--- src/rtl/ssag_pkg.sv ---
`default_nettype none
package ssag_pkg;

   localparam int DIMENSIONS = 3;
   localparam int NUM_DIMS   = 3;
   localparam int CountW     = 32;
   localparam int WordW      = 64;
   localparam int CsrIndexW  = 4;

   typedef enum logic [1:0] {
      STATUS_OK       = 2'd0,
      STATUS_INVALID  = 2'd1,
      STATUS_OVERFLOW = 2'd2
   } status_type;

   typedef enum logic [CsrIndexW-1:0] {
      REG_INNER_BYTES        = 4'd0,
      REG_COUNT_DIM0         = 4'd1,
      REG_COUNT_DIM1         = 4'd2,
      REG_COUNT_DIM2         = 4'd3,
      REG_STRIDE_DIM0        = 4'd4,
      REG_STRIDE_DIM1        = 4'd5,
      REG_STRIDE_DIM2        = 4'd6,
      REG_REQUIRED_ALIGNMENT = 4'd7
   } reg_index_type;

   typedef enum logic [2:0] {
      MUL_SEG01 = 3'd0,
      MUL_SEG   = 3'd1,
      MUL_PAY   = 3'd2,
      MUL_SPAN0 = 3'd3,
      MUL_SPAN1 = 3'd4,
      MUL_SPAN2 = 3'd5
   } mul_sel_type;

   typedef enum logic [2:0] {
      ST_IDLE,
      ST_MUL_GO,
      ST_MUL_WAIT,
      ST_SUM,
      ST_FINISH
   } ctrl_state_type;

   typedef struct packed {
      logic        clear_chk;
      logic        mul_start;
      logic        mul_store;
      mul_sel_type mul_sel;
      logic        sum_step;
      logic [1:0]  step;
      logic        emit_fail;
      status_type  fail_status;
      logic        emit_first;
      logic        advance;
   } dp_cmd_type;

   typedef struct packed {
      logic zero_bad;
      logic mul_done;
      logic ovf;
      logic first_last;
      logic adv_last;
      logic csr_hit;
   } dp_stat_type;

endpackage
`default_nettype wire

--- src/rtl/ssag_ctrl.sv ---
`default_nettype none
module ssag_ctrl (
   input  wire logic                  clock,
   input  wire logic                  reset,
   input  wire logic                  req_valid,
   input  wire logic                  req_restart,
   output logic                       req_stall,
   output logic                       rsp_valid,
   input  wire logic                  rsp_stall,
   input  wire ssag_pkg::dp_stat_type stat,
   output ssag_pkg::dp_cmd_type       cmd
);
   import ssag_pkg::*;

   ctrl_state_type state_ff, state_in;
   mul_sel_type mul_sel_ff, mul_sel_in;
   logic [1:0] step_ff, step_in;
   logic run_ff, run_in;
   logic rsp_valid_ff, rsp_valid_in;
   logic accept;

   assign req_stall = (state_ff != ST_IDLE) || (rsp_valid_ff && rsp_stall);
   assign accept    = req_valid && !req_stall;
   assign rsp_valid = rsp_valid_ff;

   always_comb begin
      state_in     = state_ff;
      mul_sel_in   = mul_sel_ff;
      step_in      = step_ff;
      run_in       = run_ff;
      rsp_valid_in = rsp_valid_ff && rsp_stall;
      cmd          = '0;
      cmd.mul_sel  = mul_sel_ff;
      cmd.step     = step_ff;
      cmd.fail_status = STATUS_OK;
      case (state_ff)
         ST_IDLE: begin
            if (accept) begin
               if (req_restart) begin
                  run_in = 1'b0;
                  if (stat.zero_bad) begin
                     cmd.emit_fail   = 1'b1;
                     cmd.fail_status = STATUS_INVALID;
                     rsp_valid_in    = 1'b1;
                  end else begin
                     cmd.clear_chk = 1'b1;
                     mul_sel_in    = MUL_SEG01;
                     state_in      = ST_MUL_GO;
                  end
               end else if (run_ff) begin
                  cmd.advance  = 1'b1;
                  rsp_valid_in = 1'b1;
                  run_in       = !stat.adv_last;
               end
            end
         end
         ST_MUL_GO: begin
            cmd.mul_start = 1'b1;
            state_in      = ST_MUL_WAIT;
         end
         ST_MUL_WAIT: begin
            if (stat.mul_done) begin
               cmd.mul_store = 1'b1;
               if (mul_sel_ff == MUL_SPAN2) begin
                  step_in  = 2'd0;
                  state_in = ST_SUM;
               end else begin
                  mul_sel_in = mul_sel_type'(mul_sel_ff + 3'd1);
                  state_in   = ST_MUL_GO;
               end
            end
         end
         ST_SUM: begin
            cmd.sum_step = 1'b1;
            step_in      = step_ff + 2'd1;
            if (step_ff == 2'd2) state_in = ST_FINISH;
         end
         ST_FINISH: begin
            rsp_valid_in = 1'b1;
            state_in     = ST_IDLE;
            if (stat.ovf) begin
               cmd.emit_fail   = 1'b1;
               cmd.fail_status = STATUS_OVERFLOW;
               run_in          = 1'b0;
            end else begin
               cmd.emit_first = 1'b1;
               run_in         = !stat.first_last;
            end
         end
         default: state_in = ST_IDLE;
      endcase
      // any descriptor write ends the run
      if (stat.csr_hit) run_in = 1'b0;
   end

   always_ff @(posedge clock) begin
      if (reset) begin
         state_ff     <= ST_IDLE;
         mul_sel_ff   <= MUL_SEG01;
         step_ff      <= 2'd0;
         run_ff       <= 1'b0;
         rsp_valid_ff <= 1'b0;
      end else begin
         state_ff     <= state_in;
         mul_sel_ff   <= mul_sel_in;
         step_ff      <= step_in;
         run_ff       <= run_in;
         rsp_valid_ff <= rsp_valid_in;
      end
   end

   a_busy_stalls: assert property (@(posedge clock) disable iff (reset)
      (state_ff != ST_IDLE) |-> req_stall)
      else $error("word accepted during descriptor check");

   a_finish_emits: assert property (@(posedge clock) disable iff (reset)
      (state_ff == ST_FINISH) |=> (rsp_valid && state_ff == ST_IDLE))
      else $error("check finished without a result");

   a_csr_ends_run: assert property (@(posedge clock) disable iff (reset)
      stat.csr_hit |=> !run_ff)
      else $error("run survived a descriptor write");

   a_check_no_output: assert property (@(posedge clock) disable iff (reset)
      (state_ff == ST_MUL_GO || state_ff == ST_SUM) |-> !rsp_valid)
      else $error("result pending while checking");

endmodule
`default_nettype wire
--- config.mk ---
export PLATFORM = sky130hd
export DESIGN_NAME = ssag_ctrl
export DESIGN_NICKNAME = d
export VERILOG_FILES = /design/src/rtl/ssag_pkg.sv /design/src/rtl/ssag_ctrl.sv
export SDC_FILE = /design/constraint.sdc
export NUM_CORES = 1
export LEC_CHECK = 0
export ABC_AREA = 1
export ABC_CLOCK_PERIOD_IN_PS = 1600
export BUFFER_PORTS_ARGS = -buffer_cell sky130_fd_sc_hd__buf_2
export CORE_UTILIZATION = 25
export CTS_CLUSTER_SIZE = 20
export DETAILED_ROUTE_END_ITERATION = 10
export PLACE_DENSITY_LB_ADDON = 0.1
export SKIP_CTS_REPAIR_TIMING = 1
export SYNTH_ARGS = -nofsm -noshare
export SYNTH_HDL_FRONTEND = slang
export SYNTH_SLANG_ARGS = --single-unit
--- constraint.sdc ---
create_clock -name clock -period 1.6 [get_ports clock]
set_input_delay 0.08 -clock clock [delete_from_list [all_inputs] [get_ports clock]]
set_output_delay 0.08 -clock clock [all_outputs]
set_load 0.01 [all_outputs]
==> impl_metrics.ini, run 1 <==
[timing]
timing_worst_slew_pin_value_ns = 0.267
fmax_mhz = 694
final_hold_violations = 0
post-route-period-util = 0.901
finalWorstPathRequiredPeriod_ns = 1.44
timing.slew.headroom = 0.821
report.final.slew_viol_count = 0
rsz0062_at_grt = no
finalClockSkew_ns = 0.00399
total_setup_violations_reported_at_the_end_of_the_flow = 0
tns_ns = 0

[worst_setup_path]
path_cells = nor2_2 > nand2_2 > inv_1 > nand3_4 > o22ai_1 > buf_2
path_delay_family = flip-flops
worst_ep_required_time_ns = 1.52
timing.critical_path.buf_inv = 2
setup.worst_path.end_class = output pin
startpoint_type = register
critical_path_cell_count = 6
critPathKind = reg -> out
worst_path_slowest_cell = sky130_fd_sc_hd__dfxtp_1
rr_worst_depth = 8
arrival_time_at_the_worst_endpoint_ns = 1.36
crit_fanout = 7
critical_path.max_stage_delay_ns = 0.36

[hold_path]
hold-path-cell-count = 3
worstHoldPathType = in -> reg

[final_layout]
nFillCells = 292
antenna-diode-count = 0
post-route-cell-area_um2 = 892
area_growth_pct = 29.4
sequential_cell_area_um2 = 200
multiInputGateArea_um2 = 453
final_util = 0.351
post_route_cells_drive_above_1_share = 0.371
layout.nets = 148
layoutNonFillerInstCount = 162

[placement]
placed_cells_incl_taps = 159
place_area_um2 = 857
routability_congestion_estimate_from_global_placement = 0.747
io_buffers = 26
dp.final_hpwl_um = 1340

[synth]
cell_count_after_synthesis = 103
synth.yosys.warnings = 0
synth_enable_flop_cells = 0
yosys_most_used_dff = sky130_fd_sc_hd__dfxtp_1
synth.largest_area_cell = sky130_fd_sc_hd__dfxtp_1
synth.lib_cells_used.distinct = 21
synth_most_common_cell = sky130_fd_sc_hd__nand2_1
yosysSeqAreaShare = 0.290
netlist_top_cells_area = sky130_fd_sc_hd__dfxtp_1, sky130_fd_sc_hd__nand2_1, sky130_fd_sc_hd__nor2_1
postSynth.asyncResetShare = 0
syn-cell-area_um2 = 689
netlist_top_cells_count = sky130_fd_sc_hd__nand2_1, sky130_fd_sc_hd__nor2_1, sky130_fd_sc_hd__dfxtp_1, sky130_fd_sc_hd__inv_1
average_footprint_of_a_synthesized_cell_um2 = 6.69
syn_nets = 117
synth-seq-cells = 10
post-synth-top-area-fraction = 0.290

[power]
p_per_area_mw_per_mm2 = 628
leakage_nw = 0.440
ir_worst_vdd_mv = 0.364
design_power_total_w = 0.000560

[clock_tree]
number_of_sinks_on_the_clock_net = 10
cts_max_level = 1
path_clk_slew_ns = 0.07
cts_inserted_buffers = 3
tritoncts = built
insertion_delay_ns = 0.27
clk_path_buf_depth = 2
ctsRootBufferMaster = sky130_fd_sc_hd__clkbuf_4

[global_route]
grt_antenna_before_repair = 0
grt_start_max_net_pins = 9
grt.overflow.total = 0
wire_length_of_the_first_global_routing_pass_um = 2550
global_route.usage.total = 0.131
first_global_vias = 607

[floorplanning]
design.die.area_mm2 = 0.00297
die_height_um = 54.5
site_rows = 18
initial_core_util = 0.271
die_width_um = 54.5
placeableCoreArea_mm2 = 0.00254
io_pins = 27

[routing]
postRouteAntennaNets = 0
wl_um = 1690
via_count = 717
drtPass1Iterations = 4
drt-initial-drc-count = 11
route.detailed.vias_per_inst = 4.43
drc = 0
routed_wire_length_per_instance_um = 10.5

[status]
outcome = complete, no violations

[flow_run]
max_cap_violations = 0
-- cells in the final DEF, fill, tap and decap left out, drive strengths merged, types with 2 or more instances in the layout --
master | Yosys | final
buf | 0 | 26
nand2 | 25 | 25
nor2 | 22 | 22
inv | 13 | 13
dfxtp | 10 | 10
nand3 | 10 | 10
a21oi | 9 | 9
ha | 3 | 3
clkbuf | 0 | 3
or2 | 3 | 3
o22ai | 2 | 2
nor3 | 2 | 2
-- cells by family (layout without fill, tap and decap cells) --
group	after synthesis	in the layout	synth area share
compound gates	14	14	0.122
fa+ha+maj	3	3	0.0545
buf+inv	13	42	0.0708
flops	10	10	0.290
simple gates	63	63	0.463
-- report_power, final --
group	internal [W]	leakage [nW]	switching [W]	total [W]
clock network	0.0000870	0.0138	0.0000895	0.000176
logic	0.0000469	0.346	0.0000717	0.000119
registers	0.000257	0.0811	0.00000840	0.000265
-- path summary, 6_finish.rpt --
kind | startpoint | to | slack [ns]
setup / recovery | state_ff[1]$_SDFFE_PP0P_ | cmd[4] | 0.16
hold reg to reg | step_ff[0]$_SDFFE_PP0P_ | step_ff[0]$_SDFFE_PP0P_ | 0.48
setup reg to reg | mul_sel_ff[1]$_SDFFE_PP0P_ | mul_sel_ff[1]$_SDFFE_PP0P_ | 0.30
hold / removal | stat[0] | run_ff$_SDFFE_PP0P_ | 0.04
-- layout make-up --
class / count / share of cell area
Timing Repair Buffer: 26 / 0.146
Tap cell: 30 / 0.0421
Sequential cell: 10 / 0.224
Clock buffer: 3 / 0.0252
Inverter: 13 / 0.0547
Multi-Input combinational cell: 80 / 0.508
-- state kept, by name, summed over array words and instances, names as in the netlist --
signal and count:
mul_sel_ff 3, state_ff 3, step_ff 2, rsp_valid 1, run_ff 1
-- through the flow --
step | hold WS [ns] | setup slack [ns]
after floorplan | 0.142 | 0.333
after global placement | 0.322 | 0.271
after CTS | 0.0309 | 0.0886
after global routing | 0.0454 | 0.00394
final | 0.0376 | 0.159
after detailed placement | 0.322 | 0.308
-- worst min-delay path, stage by stage --
cell and delay, ns:
sky130_fd_sc_hd__buf_2 0.07, sky130_fd_sc_hd__or2_2 0.09, sky130_fd_sc_hd__a21oi_1 0.03
-- metal layers --
layer | vias up | global-route usage | wire [um]
li1 | 392 | - | -
met1 | 306 | 0.152 | 800
met2 | 15 | 0.201 | 767
met3 | 4 | 0.0417 | 84
met4 | 0 | 0.0897 | 41
met5 | - | 0 | 0
No activity file was read; power rests on OpenSTA's default activity.
==> inputs of run 2 (changes only) <==
--- a/config.mk
+++ b/config.mk
@@ -7,10 +7,10 @@
 export LEC_CHECK = 0
 export ABC_AREA = 1
 export ABC_CLOCK_PERIOD_IN_PS = 1600
-export BUFFER_PORTS_ARGS = -buffer_cell sky130_fd_sc_hd__buf_2
 export CORE_UTILIZATION = 25
 export CTS_CLUSTER_SIZE = 20
 export DETAILED_ROUTE_END_ITERATION = 10
+export DONT_BUFFER_PORTS = 1
 export PLACE_DENSITY_LB_ADDON = 0.1
 export SKIP_CTS_REPAIR_TIMING = 1
 export SYNTH_ARGS = -nofsm -noshare
==> impl_metrics.ini, run 2 (synthesized netlist as in run 1, its figures left out) <==
[floorplanning]
placeableCoreArea_mm2 = 0.00254
initial_core_util = 0.271
design.die.area_mm2 = 0.00297
die_width_um = 54.5
die_height_um = 54.5
io_pins = 27
site_rows = 18

[final_layout]
antenna-diode-count = 0
layout.nets = 124
post_route_cells_drive_above_1_share = 0.220
layout_commonest_cell = sky130_fd_sc_hd__nand2_1
final_cell_mix = sky130_fd_sc_hd__nand2_1, sky130_fd_sc_hd__nor2_1, sky130_fd_sc_hd__inv_1, sky130_fd_sc_hd__dfxtp_1
area_growth_pct = 14.3
biggestRegsByFlops = mul_sel_ff x3, state_ff x3, step_ff x2
layoutNonFillerInstCount = 139
final_util = 0.310

[routing]
drc = 0
detailroute.wirelength.met2_um = 675
postRouteAntennaNets = 0
wl_met3_um = 97
met1Wirelength_um = 775
route.detailed.vias_per_inst = 4.55
drt-initial-drc-count = 9
highest_layer = met4
via_count = 633
wl_um = 1560
drtPass1Iterations = 4
routed_wire_length_per_instance_um = 11.2

[global_route]
grt_start_max_net_pins = 9
wire_length_of_the_first_global_routing_pass_um = 2380
first_global_vias = 537
grt.overflow.total = 0
global_route.usage.total = 0.119
grt_antenna_before_repair = 0

[timing]
finalClockSkew_ns = 0.00526
fin_hold_ws_ns = 0.00463
finalWorstPathRequiredPeriod_ns = 1.46
final_hold_violations = 0
timing_worst_slew_pin_value_ns = 0.282
report.final.slew_viol_count = 0
post-route-period-util = 0.912
fmax_mhz = 685
timing.slew.headroom = 0.812
total_setup_violations_reported_at_the_end_of_the_flow = 0
setup_ws_ns = 0.140

[hold_path]
worstHoldPathType = in -> reg
hold-path-cell-count = 3
worst_hold_path.endpoint = run_ff$_SDFFE_PP0P_
hold_path.startpoint = stat[2]

[worst_setup_path]
critical_path.max_stage_delay_ns = 0.37
setup.worst_path.end_class = output pin
path_delay_family = simple AND/OR/NAND/NOR gates
worst_ep_required_time_ns = 1.52
arrival_time_at_the_worst_endpoint_ns = 1.38
rr_worst_depth = 8
worst_r2r_dst = mul_sel_ff[1]$_SDFFE_PP0P_
timing.critical_path.buf_inv = 1
critPathKind = reg -> out
crit_fanout = 7
reg2reg_slack_ns = 0.21
worst_r2r_startpoint = mul_sel_ff[0]$_SDFFE_PP0P_
startpoint_type = register
path_cells = nor2_2 > nand2_2 > inv_1 > nand3_2 > o22ai_1
worst_path_slowest_cell = sky130_fd_sc_hd__dfxtp_1

[placement]
routability_congestion_estimate_from_global_placement = 0.749
dp_worst_setup_slack_ns = 0.227
placed_cells_incl_taps = 133
dp.final_hpwl_um = 1240
io_buffers = 0

[clock_tree]
clk_path_buf_depth = 2
ctsRootBufferMaster = sky130_fd_sc_hd__clkbuf_4
number_of_sinks_on_the_clock_net = 10
cts_inserted_buffers = 3
insertion_delay_ns = 0.27
cts_max_level = 1
tritoncts = built
path_clk_slew_ns = 0.07

[flow_run]
max_cap_violations = 0

[power]
design_power_total_w = 0.000593
ir_worst_vdd_mv = 0.430
leakage_nw = 0.329
p_per_area_mw_per_mm2 = 752

[status]
outcome = complete, no violations
==> run 2: tightest hold or removal path, stage by stage <==
cell                      delay [ns]
sky130_fd_sc_hd__o31ai_1        0.05
sky130_fd_sc_hd__nand2_1        0.06
sky130_fd_sc_hd__a21oi_1        0.05
==> run 2: metrics by stage <==
stage,instance area (um^2),setup TNS (ns)
after floorplan,689,0
after global placement,727,0
after detailed placement,727,0
after CTS,763,0
after global routing,788,-0.00159
final,788,0
==> run 2: how the worst max path moves through the flow <==
| stage | endpoint | from | depth (start not counted) |
|---|---|---|---|
| global route | cmd[4] | state_ff[1]$_SDFFE_PP0P_ | 5 |
| floorplan | mul_sel_ff[1]$_SDFFE_PP0P_ | mul_sel_ff[0]$_SDFFE_PP0P_ | 8 |
| finish | cmd[4] | state_ff[1]$_SDFFE_PP0P_ | 5 |
| global placement | mul_sel_ff[1]$_SDFFE_PP0P_ | mul_sel_ff[0]$_SDFFE_PP0P_ | 8 |
| detailed placement | mul_sel_ff[1]$_SDFFE_PP0P_ | mul_sel_ff[0]$_SDFFE_PP0P_ | 8 |
| CTS | cmd[13] | state_ff[1]$_SDFFE_PP0P_ | 5 |
==> run 2: area by class of cell <==
type / count / area (um^2)
fillers: 295 / 1760
flip-flops and latches: 10 / 200
repair buffers: 2 / 20.0
inverters: 13 / 48.8
well taps: 30 / 37.5
multi-input cells: 80 / 445
clock buffers: 4 / 36.3
==> run 2: power breakdown <==
part           switching [W]  leakage [nW]   total, W  internal (W)
sequential         0.0000131        0.0811   0.000270      0.000257
combinational      0.0000580         0.227  0.0000904     0.0000325
clock              0.0000944        0.0210   0.000233      0.000138
==> run 2: per-layer routing <==
layer	vias to the layer above	GRT usage
met5	-	0
li1	344	-
met3	2	0.0639
met1	271	0.150
met2	16	0.171
met4	0	0.0385
==> inputs of run 3 (changes only) <==
--- a/config.mk
+++ b/config.mk
@@ -5,7 +5,6 @@
 export SDC_FILE = /design/constraint.sdc
 export NUM_CORES = 1
 export LEC_CHECK = 0
-export ABC_AREA = 1
 export ABC_CLOCK_PERIOD_IN_PS = 1600
 export CORE_UTILIZATION = 25
 export CTS_CLUSTER_SIZE = 20
==> impl_metrics.ini, run 3 <==
[status]
outcome = complete, no violations

[synth]
netlist_top_cells_area = sky130_fd_sc_hd__dfxtp_1, sky130_fd_sc_hd__ha_1, sky130_fd_sc_hd__nor2b_1
yosysSeqAreaShare = 0.310
synth.lib_cells_used.distinct = 36
synth_enable_flop_cells = 0
average_footprint_of_a_synthesized_cell_um2 = 8.61
yosys_most_used_dff = sky130_fd_sc_hd__dfxtp_1
synth-seq-cells = 10
synth.yosys.warnings = 0
synth_most_common_cell = sky130_fd_sc_hd__dfxtp_1
post-synth-top-area-fraction = 0.310
syn-cell-area_um2 = 646
postSynth.asyncResetShare = 0
synth.largest_area_cell = sky130_fd_sc_hd__dfxtp_1
cell_count_after_synthesis = 75
netlist_top_cells_count = sky130_fd_sc_hd__dfxtp_1, sky130_fd_sc_hd__inv_1, sky130_fd_sc_hd__nor2b_1, sky130_fd_sc_hd__a21oi_1, sky130_fd_sc_hd__nor2_1
syn_nets = 89

[timing]
timing_worst_slew_pin_value_ns = 0.452
report.final.slew_viol_count = 0
rsz0062_at_grt = no
fmax_mhz = 657
finalWorstPathRequiredPeriod_ns = 1.52
tns_ns = 0
finalClockSkew_ns = 0.00419
timing.slew.headroom = 0.698
final_hold_violations = 0
total_setup_violations_reported_at_the_end_of_the_flow = 0
post-route-period-util = 0.951

[placement]
dp.final_hpwl_um = 1150
routability_congestion_estimate_from_global_placement = 0.660
io_buffers = 0

[worst_setup_path]
startpoint_type = register
arrival_time_at_the_worst_endpoint_ns = 1.44
setup.worst_path.end_class = output pin
critPathKind = reg -> out
crit_path_frequent_cell = sky130_fd_sc_hd__buf_4
critical_path.max_stage_delay_ns = 0.39
path_cells = a2111oi_4 > buf_4 > buf_4 > inv_1 > buf_4
worst_ep_required_time_ns = 1.52
worst_path_slowest_cell = sky130_fd_sc_hd__a2111oi_4
crit_fanout = 4

[power]
comb_power_share = 0.133
clockPowerShare = 0.409
cellInternalPower_w = 0.000429
power.sequential.fraction = 0.458
p_per_area_mw_per_mm2 = 662
design_power_total_w = 0.000559
leakage_nw = 0.351
swShare = 0.232
power_dissipated_by_switching_net_loads_w = 0.000130
ir_worst_vdd_mv = 0.458

[clock_tree]
clk_path_buf_depth = 2
insertion_delay_ns = 0.27
tritoncts = built
cts_inserted_buffers = 3
ctsRootBufferMaster = sky130_fd_sc_hd__clkbuf_4
cts_max_level = 1
path_clk_slew_ns = 0.06
number_of_sinks_on_the_clock_net = 10

[final_layout]
final_cell_mix = sky130_fd_sc_hd__buf_4, sky130_fd_sc_hd__dfxtp_1, sky130_fd_sc_hd__inv_1, sky130_fd_sc_hd__nor2b_1, sky130_fd_sc_hd__a21oi_1
area_growth_pct = 30.6
layout_commonest_cell = sky130_fd_sc_hd__buf_4
antenna-diode-count = 0
post_route_cells_drive_above_1_share = 0.286
layout.nets = 106
biggestRegsByFlops = mul_sel_ff x3, state_ff x3, step_ff x2

[floorplanning]
die_width_um = 52.8
die_height_um = 52.8
io_pins = 27
design.die.area_mm2 = 0.00279
placeableCoreArea_mm2 = 0.00245
initial_core_util = 0.263
site_rows = 18

[routing]
drt-initial-drc-count = 14
wl_um = 1560
routed_wire_length_per_instance_um = 12.9
route.detailed.vias_per_inst = 4.88
drc = 0
postRouteAntennaNets = 0
drtPass1Iterations = 4
via_count = 590

[global_route]
grt_start_max_net_pins = 14
grt_antenna_before_repair = 0
global_route.usage.total = 0.122
grt.overflow.total = 0
wire_length_of_the_first_global_routing_pass_um = 2380
first_global_vias = 495

[hold_path]
worstHoldPathType = in -> reg

[flow_run]
max_cap_violations = 0
## run 3: cell type report
| type | count | area (um^2) |
|---|---|---|
| multi-input combinational | 56 | 428 |
| clock buffer | 4 | 36.3 |
| sequential | 10 | 201 |
| tap | 30 | 37.5 |
| inverter | 6 | 22.5 |
| fill | 267 | 1610 |
| timing repair buffer | 15 | 118 |
## run 3: through the flow
stage               std cells  instance area (um^2)  hold slack [ns]   util  setup WS, ns
global placement          112                   744            0.152  0.303         0.101
global route              121                   843           0.0357  0.344        0.0104
detailed placement        112                   744            0.153  0.303        0.0441
floorplan                  75                   646            0.214      -         0.173
CTS                       116                   781           -0.137  0.318        0.0110
finish                    121                   843          0.00552  0.344        0.0787
## run 3: kinds of logic (layout without fill, tap and decap cells)
logic type,count (synthesis),in the layout,share of synthesized area
adders and majority gates,3,3,0.0581
AOI/OAI and AO/OA,20,20,0.248
and+or+nand+nor,30,30,0.277
DFF,10,10,0.310
buffers and inverters,9,25,0.0562
muxes,3,3,0.0504
## run 3: power groups by stage
stage | combinational [W] | sequential, W | clock (W)
after floorplan | 0.0000417 | 0.000261 | 0
after global placement | 0.0000554 | 0.000261 | 0
after detailed placement | 0.0000548 | 0.000261 | 0
after CTS | 0.0000552 | 0.000255 | 0.000241
after global routing | 0.0000828 | 0.000256 | 0.000255
final | 0.0000743 | 0.000256 | 0.000229
## run 3: per-layer routing
| layer | GRT usage | wire length, um |
|---|---|---|
| met1 | 0.161 | 708 |
| met2 | 0.171 | 766 |
| met3 | 0.0522 | 65 |
| met4 | 0.0526 | 17 |
| met5 | 0 | 0 |
## run 3: critical path, delay by kind of cell, from the launching register on
kind / cells / cell delay [ns]
AO/OA/AOI/OAI: 1 / 0.39
buffers and inverters: 4 / 0.46
flip-flops: 1 / 0.34
## run 3: final timing paths
path / from / end / slack, ns / cells after the start
setup reg to reg: mul_sel_ff[1]$_SDFFE_PP0P_ / mul_sel_ff[0]$_SDFFE_PP0P_ / 0.13 / 5
hold reg to reg: step_ff[1]$_SDFFE_PP0P_ / step_ff[1]$_SDFFE_PP0P_ / 0.54 / 2
setup / recovery: rsp_valid$_SDFF_PP0_ / req_stall / 0.08 / 5
hold / removal: rsp_stall / rsp_valid$_SDFF_PP0_ / 0.006 / 2
